File: src/rtl/single_source_shortest_path_assert.svh
// Assertion shorthands for the shortest-path block.
// Each check samples on the rising edge of clock and is held off while reset is high.
`ifndef SINGLE_SOURCE_SHORTEST_PATH_ASSERT_SVH
`define SINGLE_SOURCE_SHORTEST_PATH_ASSERT_SVH

// Same-cycle implication.
`define SSSP_ASSERT_IMPLIES(label, ante, cons, msg) \
   label: assert property (@(posedge clock) disable iff (reset) (ante) |-> (cons)) \
      else $error(msg);

// Implication checked in the following cycle.
`define SSSP_ASSERT_NEXT(label, ante, cons, msg) \
   label: assert property (@(posedge clock) disable iff (reset) (ante) |=> (cons)) \
      else $error(msg);

`endif

File: src/rtl/sssp_pkg.sv
`timescale 1ns / 1ps
package sssp_pkg;

   // Item kinds on the request channel
   typedef enum logic [1:0] {
      KIND_LOAD  = 2'd0,
      KIND_RUN   = 2'd1,
      KIND_READ  = 2'd2,
      KIND_CLEAR = 2'd3
   } kind_type;

   // Answer kinds on the response channel
   localparam logic ANS_STATUS   = 1'b0;
   localparam logic ANS_DISTANCE = 1'b1;

   // Configuration register indexes
   localparam logic CSR_NODE_COUNT  = 1'b0;
   localparam logic CSR_SOURCE_NODE = 1'b1;

   localparam int REQ_DATA_W = 40;
   localparam int RSP_DATA_W = 48;
   localparam int CSR_DATA_W = 9;

   localparam logic [31:0] UNREACHED_DIST = 32'd65536;

   typedef enum logic [2:0] {
      ST_IDLE,
      ST_FETCH,
      ST_LOOKUP,
      ST_RELAX,
      ST_RUN_DONE,
      ST_READ_WAIT,
      ST_READ_DONE
   } state_type;

   // Controller to datapath
   typedef struct packed {
      logic take;
      logic load_edge;
      logic clear_edges;
      logic run_start;
      logic ptr_step;
      logic pass_step;
      logic relax_apply;
      logic read_sel;
      logic rsp_run;
      logic rsp_read;
      logic neg_flag;
   } cmd_type;

   // Datapath to controller
   typedef struct packed {
      logic src_ok;
      logic no_edges;
      logic ptr_last;
      logic in_check;
      logic improve;
      logic rsp_free;
   } status_type;

endpackage

File: src/rtl/sssp_ctrl.sv
`timescale 1ns / 1ps
module sssp_ctrl (
   input  logic                  clock,
   input  logic                  reset,
   input  logic                  req_tvalid,
   output logic                  req_tready,
   input  sssp_pkg::kind_type    req_kind,
   input  sssp_pkg::status_type  status,
   output sssp_pkg::cmd_type     cmd
);

   sssp_pkg::state_type state_ff, state_in;
   logic                neg_ff, neg_in;
   logic                changed_ff, changed_in;

   always_ff @(posedge clock) begin
      if (reset) begin
         state_ff   <= sssp_pkg::ST_IDLE;
         neg_ff     <= 1'b0;
         changed_ff <= 1'b0;
      end else begin
         state_ff   <= state_in;
         neg_ff     <= neg_in;
         changed_ff <= changed_in;
      end
   end

   // Next state
   always_comb begin
      state_in   = state_ff;
      neg_in     = neg_ff;
      changed_in = changed_ff;
      unique case (state_ff)
         sssp_pkg::ST_IDLE: begin
            if (req_tvalid) begin
               unique case (req_kind)
                  sssp_pkg::KIND_RUN: begin
                     neg_in     = 1'b0;
                     changed_in = 1'b0;
                     if (!status.src_ok || status.no_edges) begin
                        state_in = sssp_pkg::ST_RUN_DONE;
                     end else begin
                        state_in = sssp_pkg::ST_FETCH;
                     end
                  end
                  sssp_pkg::KIND_READ: state_in = sssp_pkg::ST_READ_WAIT;
                  sssp_pkg::KIND_LOAD,
                  sssp_pkg::KIND_CLEAR: state_in = sssp_pkg::ST_IDLE;
                  default: state_in = sssp_pkg::ST_IDLE;
               endcase
            end
         end
         sssp_pkg::ST_FETCH:  state_in = sssp_pkg::ST_LOOKUP;
         sssp_pkg::ST_LOOKUP: state_in = sssp_pkg::ST_RELAX;
         sssp_pkg::ST_RELAX: begin
            if (status.in_check) begin
               // extra pass: any edge that still lowers a distance marks a cycle
               if (status.improve) begin
                  neg_in   = 1'b1;
                  state_in = sssp_pkg::ST_RUN_DONE;
               end else if (status.ptr_last) begin
                  state_in = sssp_pkg::ST_RUN_DONE;
               end else begin
                  state_in = sssp_pkg::ST_FETCH;
               end
            end else begin
               changed_in = changed_ff | status.improve;
               if (status.ptr_last) begin
                  if (!(changed_ff | status.improve)) begin
                     state_in = sssp_pkg::ST_RUN_DONE;
                  end else begin
                     changed_in = 1'b0;
                     state_in   = sssp_pkg::ST_FETCH;
                  end
               end else begin
                  state_in = sssp_pkg::ST_FETCH;
               end
            end
         end
         sssp_pkg::ST_RUN_DONE: begin
            if (status.rsp_free) begin
               state_in = sssp_pkg::ST_IDLE;
            end
         end
         sssp_pkg::ST_READ_WAIT: state_in = sssp_pkg::ST_READ_DONE;
         sssp_pkg::ST_READ_DONE: begin
            if (status.rsp_free) begin
               state_in = sssp_pkg::ST_IDLE;
            end
         end
         default: state_in = sssp_pkg::ST_IDLE;
      endcase
   end

   // Outputs
   always_comb begin
      cmd        = '0;
      req_tready = 1'b0;
      unique case (state_ff)
         sssp_pkg::ST_IDLE: begin
            req_tready = 1'b1;
            if (req_tvalid) begin
               cmd.take = 1'b1;
               unique case (req_kind)
                  sssp_pkg::KIND_LOAD:  cmd.load_edge   = 1'b1;
                  sssp_pkg::KIND_CLEAR: cmd.clear_edges = 1'b1;
                  sssp_pkg::KIND_RUN:   cmd.run_start   = 1'b1;
                  sssp_pkg::KIND_READ:  cmd.take        = 1'b1;
                  default:              cmd.take        = 1'b1;
               endcase
            end
         end
         sssp_pkg::ST_FETCH,
         sssp_pkg::ST_LOOKUP: cmd = '0;
         sssp_pkg::ST_RELAX: begin
            cmd.relax_apply = !status.in_check;
            if (!status.ptr_last) begin
               cmd.ptr_step = !(status.in_check && status.improve);
            end else if (!status.in_check) begin
               cmd.pass_step = changed_ff | status.improve;
            end
         end
         sssp_pkg::ST_RUN_DONE: begin
            cmd.rsp_run  = status.rsp_free;
            cmd.neg_flag = neg_ff;
         end
         sssp_pkg::ST_READ_WAIT: cmd.read_sel = 1'b1;
         sssp_pkg::ST_READ_DONE: begin
            cmd.read_sel = 1'b1;
            cmd.rsp_read = status.rsp_free;
         end
         default: cmd = '0;
      endcase
   end

endmodule

File: config.mk
export PLATFORM = sky130hd
export DESIGN_NAME = sssp_ctrl
export DESIGN_NICKNAME = d
export VERILOG_FILES = /design/src/rtl/single_source_shortest_path_assert.svh /design/src/rtl/sssp_pkg.sv /design/src/rtl/sssp_ctrl.sv
export SDC_FILE = /design/constraint.sdc
export NUM_CORES = 1
export LEC_CHECK = 0
export BUFFER_PORTS_ARGS = -buffer_cell sky130_fd_sc_hd__buf_2
export CAP_MARGIN = 30
export CORE_AREA = 2 2 39 41
export DETAILED_ROUTE_END_ITERATION = 8
export DIE_AREA = 0 0 41 43
export PLACE_DENSITY_LB_ADDON = 0.12
export SYNTH_ARGS = -nofsm -noshare
export SYNTH_HDL_FRONTEND = slang
export SYNTH_SLANG_ARGS = --single-unit
File: constraint.sdc
create_clock -name clock -period 1.3 [get_ports clock]
set_input_delay 0.325 -clock clock [delete_from_list [all_inputs] [get_ports clock]]
set_output_delay 0.325 -clock clock [all_outputs]
set_load 0.05 [all_outputs]
* Word-level counts from Yosys, hierarchy flattened *
Index checks and enable logic that the tools add are counted.

word-level totals
  register bits = 5
  bits in latches = 0
  RAM bits = 0
  memory bits (read-only) = 0
  memories kept = 0

operators by class
  $add $sub $neg = 0
  multipliers = 0
  div/mod/pow operators = 0
  magnitude comparators = 0
  eq/ne operators = 15
  shift operators = 0
  multiplexer cells = 32
  bitwise gates (word level) = 1
  reduce and logical (&&, ||, !) cells = 14

operators with widths
  cell                                                              number
  3-bit 2-to-1 mux                                                  9
  3-bit case mux with 6 select lines                                1
  1-bit 2-to-1 mux                                                  17
  3-bit == test (second input constant)                             3
  3-bit case mux with 3 select lines                                1
  4-bit 2-to-1 mux                                                  2
  2-bit != test (second input constant)                             4
  3-bit by 2-bit == test with 1-bit output (second input constant)  2
  2-bit OR reduction                                                3
  5-bit AND reduction                                               1
  2-bit == test (second input constant)                             2
  2-bit by 1-bit != test with 1-bit output (second input constant)  2
  1-bit case mux with 2 select lines                                2
  4-bit AND reduction                                               1
  3-bit by 1-bit == test with 1-bit output (second input constant)  1
  1-bit logical NOT                                                 3
  3-bit logical NOT                                                 1
  2-bit by 1-bit == test with 1-bit output (second input constant)  1
  2-bit logical NOT                                                 1
  2-bit AND reduction                                               1
  2-bit nonzero test                                                1
  1-bit logical AND                                                 1
  1-bit logical OR                                                  1
  1-bit bitwise OR                                                  1

* Logic depth before layout (Yosys ltp) *
Gate-level depths: netlist of run 1.

  word-level depth = 6
  depth in mapped cells = 4
  depth with buffers taken out = 3

* Least setup slack after synthesis of run 1 *
OpenSTA, ideal clock, no wires.

  path type = reg2out
  start point = reg state_ff[0]
  end point = out cmd[9] in the netlist's numbering
  data arrival time = 2.383 ns
  data required time = 0.975 ns
  path slack = -1.408 ns
  cell stages (with the launch flop) = 4
  path through = dfxtp_1 > buf_6 > nor4b_4 > nor3b_1

RTL lines
  item                      RTL line         source
  start: declaration        sssp_ctrl.sv:12  sssp_pkg::state_type state_ff, state_in;
  start signal: assignment  sssp_ctrl.sv:18  state_ff <= sssp_pkg::ST_IDLE;
  start signal: assignment  sssp_ctrl.sv:22  state_ff <= state_in;
  end: declaration          sssp_ctrl.sv:9   output sssp_pkg::cmd_type cmd

==> flow_summary.yaml, run 1 <==
outcome:
  outcome: "complete, but fails checks"
  violations: "negative setup slack"
min_path:
  min_delay_worst_endpoint: "changed_ff$_SDFFE_PP0P_"
  holdPathStages: 2
  hold_class: "in2reg"
  hold_path_startpoint: "reset"
grt:
  grt_pass1_vias: 571
  grt_first_pass_wirelength_um: 2421
  grt_use_met3_pct: 7.853
  gr-max-usage-layer: "met2"
  antenna_found_initial: 0
  gr-usage-met2_pct: 31.87
  met1_capacity_usage_during_global_routing_pct: 25.16
  pin_count_of_the_biggest_net_entering_global_routing: 8
  grt_remaining_overflow: 0
  global_route.usage.total_pct: 20.80
critical_path:
  crit_slowest_cell: "sky130_fd_sc_hd__nor4b_4"
  max_stage_delay_ns: 0.40
  start_kind: "flop"
  critical_path.endpoint_type: "output pin"
  path_delay_family: "simple AND/OR/NAND/NOR gates"
  cp_max_fo: 5
  crit_path_buf_inv_count: 1
  timing.critical_path.required_ns: 0.98
  rr_worst_depth: 7
  setup.reg_to_reg.worst_slack_ns: -0.21
  reg2reg_from: "state_ff[1]$_SDFFE_PP0P_"
  worstSetupPathDepth: 3
  criticalPathCategory: "reg2out"
  cells_along_the_critical_path: "nor4b_4 > nor3b_4 > buf_6"
  critical_path_arrival_ns: 1.44
  worst_r2r_endpoint: "changed_ff$_SDFFE_PP0P_"
finish:
  nNetsFinal: 110
  fin_util_pct: 72.69
  post_layout_nonfiller_instances: 114
  synthToLayoutAreaGrowth_pct: 127.8
  drive_above_1_share_pct: 77.55
  antenna-diode-count: 0
timing:
  hold_violations: 0
  finalSetupTns_ns: -4.642
  finClkSkew_ns: 0.0002233
  timing.final.crit_share_pct: 135.9
  finalWorstPathRequiredPeriod_ns: 1.767
  timing_worst_slew_pin_value_ns: 0.3542
  relSlewSlack_pct: 76.29
  report.final.setup_viol: 14
  number_of_pins_with_negative_max_slew_slack_in_the_final_report: 0
  rsz0062_at_grt: "yes"
  finalWorstSetupSlack_ns: -0.4669
  max_freq_mhz: 566.0
floorplan:
  boundaryPins: 23
  fp.dieArea_mm2: 0.001763
  design.core.area_mm2: 0.001384
  floorplan.die.width_um: 41
  fp-row-count: 14
  dieHeight_um: 43
  floorplan.initialDensity_pct: 31.92
drt:
  num_vias: 582
  post_route_antenna_net_violation_count: 0
  vias_per_cell: 5.105
  detail_route.wl_per_cell_um: 14.61
  drt_first_pass_iters: 4
  initialDrtViolationCount: 12
  drt-total-wl_um: 1665
  drcViolationCount: 0
synthesis:
  synth_sequential_area_ratio_pct: 22.66
  ys.warnings.count: 0
  flip_flop_and_latch_count_after_synthesis: 5
  synthTopCellsByArea: "sky130_fd_sc_hd__dfxtp_1 23%, sky130_fd_sc_hd__buf_6 7.6%, sky130_fd_sc_hd__nor4b_4 5.4%, sky130_fd_sc_hd__o21ba_2 4.5%, sky130_fd_sc_hd__nand2b_1 4.2%"
  netlist_instances: 50
  yosys.cell_count.top_type: "sky130_fd_sc_hd__dfxtp_1"
  yosysTopAreaCellShare_pct: 22.66
  synth_nets: 61
  synthDistinctLibCells: 31
  synth-edff-count: 0
  async_set_or_reset_flop_fraction_in_the_synthesized_netlist_pct: 0
  postSynthAreaPerCell_um2: 8.833
  synth_area_um2: 441.7
  ys.flop_type: "sky130_fd_sc_hd__dfxtp_1"
  synth_top_area_cell: "sky130_fd_sc_hd__dfxtp_1"
clock_tree:
  ctsLongestPathBuffers: 2
  number_of_clock_buffers_inserted_by_tritoncts: 3
  worstSkewPairLatency_ns: 0.25
  cts_hold_buffers: 0
  clk_pin_slew_ns: 0.05
  htree_num_levels: 1
  numClockSinks: 5
  clockRootBuffer: "sky130_fd_sc_hd__clkbuf_4"
  cts_tree: "built"
pwr:
  pwr_density_cell_mw_per_mm2: 762.6
  power.leakage_uw: 0.0004573
  peakVddDrop_mv: 0.6318
  power_uw: 767.1
run:
  total_of_max_cap_violations: 0
placement:
  dp_hpwl_um: 1015
  globalplace.congestion: 0.7354
  place_inst: 103
  portBuffers: 22
logic make-up after synthesis:
family	Yosys count	share of synthesized area [%]
AND/OR/NAND/NOR	25	39.09
AO/OA/AOI/OAI	15	27.20
flip-flops	5	22.66
buffers and inverters	4	8.497
multiplexers	1	2.549
worst max path at each step:
stage,from,to
after floorplan,state_ff[0]$_SDFFE_PP0P_,cmd[9]
after global placement,state_ff[0]$_SDFFE_PP0P_,cmd[9]
after detailed placement,state_ff[0]$_SDFFE_PP0P_,cmd[9]
after CTS,state_ff[2]$_SDFFE_PP0P_,cmd[9]
after global routing,state_ff[1]$_SDFFE_PP0P_,cmd[9]
final,state_ff[1]$_SDFFE_PP0P_,cmd[9]
per-stage QoR:
step                setup slack (ns)  instance area, µm²  hold WS [ns]
finish                       -0.4669                1006        0.3435
global route                 -0.5206                1006        0.3499
CTS                          -0.4135               917.1        0.3191
detailed placement           -0.2548               729.5        0.4552
global placement             -0.2321               729.5        0.4413
floorplan                    -0.7790               498.0        0.3939
registers in the layout (all words and copies together) (netlist names):
signal      flops
state_ff        3
changed_ff      1
neg_ff          1
cell usage in the layout, fill, tap and decap left out, types with 2 or more instances in the layout:
master / synthesis / routed
sky130_fd_sc_hd__buf_4: 0 / 22
sky130_fd_sc_hd__buf_2: 0 / 10
sky130_fd_sc_hd__buf_6: 3 / 10
sky130_fd_sc_hd__buf_8: 0 / 5
sky130_fd_sc_hd__a21oi_1: 3 / 3
sky130_fd_sc_hd__clkbuf_4: 0 / 3
sky130_fd_sc_hd__dfxtp_4: 0 / 3
sky130_fd_sc_hd__nor3_4: 0 / 2
sky130_fd_sc_hd__nor4b_4: 1 / 2
sky130_fd_sc_hd__nor2b_1: 2 / 2
sky130_fd_sc_hd__nand2_4: 0 / 2
sky130_fd_sc_hd__nor2_4: 0 / 2
sky130_fd_sc_hd__nand2b_1: 3 / 2
sky130_fd_sc_hd__o21ba_2: 2 / 2
sky130_fd_sc_hd__dfxtp_1: 5 / 2
report_power, final:
| part | internal (µW) | switching, µW | total (µW) |
|---|---|---|---|
| clock | 117 | 81.2 | 198 |
| combinational | 192 | 197 | 389 |
| sequential | 163 | 17.7 | 180 |
| total | 472 | 295 | 767 |
area by class of cell:
class / instances / area (µm²)
multi-input combinational: 41 / 441.7
timing repair buffer: 47 / 402.9
fill: 102 / 377.9
sequential: 5 / 111.4
clock buffer: 4 / 26.28
tap: 16 / 20.02
inverter: 1 / 3.754
layer usage:
metal	up-vias	wire length [µm]
li1	288	-
met2	16	919
met1	276	665
met5	-	0
met3	2	66
met4	0	13
what timing repair did:
action	4_1_cts	5_1_grt
setup endpoints to repair	14	14
resized for setup	40	14
buffers inserted	4	4
pin swaps	3	6
(Power assumes the default switching activity.)
==> inputs of run 2 (changes only) <==
--- a/config.mk
+++ b/config.mk
@@ -7,9 +7,11 @@
 export LEC_CHECK = 0
 export BUFFER_PORTS_ARGS = -buffer_cell sky130_fd_sc_hd__buf_2
 export CAP_MARGIN = 30
-export CORE_AREA = 2 2 39 41
+export CELL_PAD_IN_SITES_DETAIL_PLACEMENT = 0
+export CELL_PAD_IN_SITES_GLOBAL_PLACEMENT = 1
+export CORE_AREA = 2 2 43 45
 export DETAILED_ROUTE_END_ITERATION = 8
-export DIE_AREA = 0 0 41 43
+export DIE_AREA = 0 0 45 47
 export PLACE_DENSITY_LB_ADDON = 0.12
 export SYNTH_ARGS = -nofsm -noshare
 export SYNTH_HDL_FRONTEND = slang
==> flow_summary.yaml, run 2 (synthesis results as in run 1) <==
floorplan:
  design.core.area_mm2: 0.001652
  dieHeight_um: 47
  floorplan.initialDensity_pct: 26.74
  fp-row-count: 15
  fp.dieArea_mm2: 0.002115
  boundaryPins: 23
  floorplan.die.width_um: 45
critical_path:
  start_kind: "flop"
  setup.reg_to_reg.worst_slack_ns: -0.15
  criticalPathCategory: "reg2out"
  cells_along_the_critical_path: "nor4b_4 > nor3b_4 > buf_6"
  timing.critical_path.required_ns: 0.98
  rr_worst_depth: 6
  path_delay_family: "simple AND/OR/NAND/NOR gates"
  critical_path.endpoint_type: "output pin"
  critical_path_arrival_ns: 1.42
  crit_slowest_cell: "sky130_fd_sc_hd__nor4b_4"
  max_stage_delay_ns: 0.38
  worst_r2r_endpoint: "changed_ff$_SDFFE_PP0P_"
  reg2reg_from: "state_ff[1]$_SDFFE_PP0P_"
  cp_max_fo: 5
  crit_path_buf_inv_count: 1
drt:
  initialDrtViolationCount: 2
  num_vias: 566
  drt-total-wl_um: 1445
  drcViolationCount: 0
  vias_per_cell: 4.879
  drt_first_pass_iters: 3
  post_route_antenna_net_violation_count: 0
  detail_route.wl_per_cell_um: 12.46
outcome:
  violations: "negative setup slack"
  outcome: "complete, but fails checks"
grt:
  pin_count_of_the_biggest_net_entering_global_routing: 6
  global_route.usage.total_pct: 14.70
  grt_first_pass_wirelength_um: 2277
  grt_pass1_vias: 556
  antenna_found_initial: 0
  grt_remaining_overflow: 0
finish:
  layout_common_cells: "18 x sky130_fd_sc_hd__buf_4, 16 x sky130_fd_sc_hd__buf_6, 10 x sky130_fd_sc_hd__buf_2"
  synthToLayoutAreaGrowth_pct: 132.0
  reg_top3: "state_ff x3, changed_ff x1, neg_ff x1"
  drive_above_1_share_pct: 76.77
  fin_util_pct: 62.05
  antenna-diode-count: 0
  most_common_cell_after_layout_fill_and_taps_aside: "sky130_fd_sc_hd__buf_4"
  top_register_by_number_of_flip_flops: "state_ff"
  flip_flop_count_of_the_largest_register_all_copies_and_words_added: 3
  nNetsFinal: 111
timing:
  timing_worst_slew_pin_value_ns: 0.3338
  number_of_pins_with_negative_max_slew_slack_in_the_final_report: 0
  max_freq_mhz: 574.6
  timing.final.crit_share_pct: 133.9
  finalSetupTns_ns: -4.050
  relSlewSlack_pct: 77.65
  rsz0062_at_grt: "yes"
  finalWorstPathRequiredPeriod_ns: 1.740
  finClkSkew_ns: 0.002350
  hold_violations: 0
  finalWorstSetupSlack_ns: -0.4403
  holdWs_ns: 0.3417
  report.final.setup_viol: 14
clock_tree:
  ctsLongestPathBuffers: 2
  clk_pin_slew_ns: 0.04
  clockRootBuffer: "sky130_fd_sc_hd__clkbuf_4"
  htree_num_levels: 1
  numClockSinks: 5
  worstSkewPairLatency_ns: 0.24
  cts_tree: "built"
  number_of_clock_buffers_inserted_by_tritoncts: 3
placement:
  dpl_worst_slack_ns: -0.2628
  globalplace.congestion: 0.7101
  portBuffers: 22
pwr:
  pwr_density_cell_mw_per_mm2: 738.2
  power.leakage_uw: 0.0004644
  peakVddDrop_mv: 0.5390
min_path:
  hold_path_startpoint: "reset"
  hold_class: "in2reg"
  holdPathStages: 2
  min_delay_worst_endpoint: "state_ff[1]$_SDFFE_PP0P_"
run:
  total_of_max_cap_violations: 0
## run 2: cell types whose count changed in the layout (fill, tap and decap cells not counted), sizes merged
cell,change
buf,+1
## run 2: what timing repair did
item                       CTS  global route
setup endpoints to repair   14            14
buffers inserted             8             5
cloned                       0             0
pin swaps                    6            10
gates resized for setup     47            12
hold buffers                 0             0
## run 2: through the flow
stage	area, µm²	total power [µW]	cells
CTS	953.4	732.7	113
finish	1025	756.4	116
global route	1025	800.6	116
floorplan	498.0	363.5	50
global placement	715.7	450.8	102
detailed placement	715.7	451.9	102
## run 2: report_power, final
group	internal, µW	leakage [µW]	switching, µW
logic	203	0.000407	197
registers	163	0.0000428	14.6
clock network	116	0.0000150	62.8
total	482	0.000464	274
## run 2: final cells by class
cell class | count | area [µm²]
Sequential cell | 5 | 111.4
Inverter | 1 | 3.754
Clock buffer | 4 | 26.28
Tap cell | 17 | 21.27
Timing Repair Buffer | 48 | 425.4
Multi-Input combinational cell | 41 | 436.7
Fill cell | 154 | 626.9
## run 2: metal layers
layer  up-vias  routed length [µm]  track usage [%]
li1        288                   -                -
met1       264                 587            17.13
met2        14                 790            27.43
met3         0                  67            5.385
met4         0                   0                0
met5         -                   0                0
## run 2: worst max path at each step
stage	startpoint	end	slack [ns]	cells after the start
floorplan	state_ff[0]$_SDFFE_PP0P_	cmd[9]	-0.78	3
global placement	state_ff[0]$_SDFFE_PP0P_	cmd[9]	-0.24	3
detailed placement	state_ff[0]$_SDFFE_PP0P_	cmd[9]	-0.26	3
CTS	state_ff[0]$_SDFFE_PP0P_	cmd[9]	-0.44	3
global route	state_ff[1]$_SDFFE_PP0P_	cmd[9]	-0.50	3
finish	state_ff[1]$_SDFFE_PP0P_	cmd[9]	-0.44	3
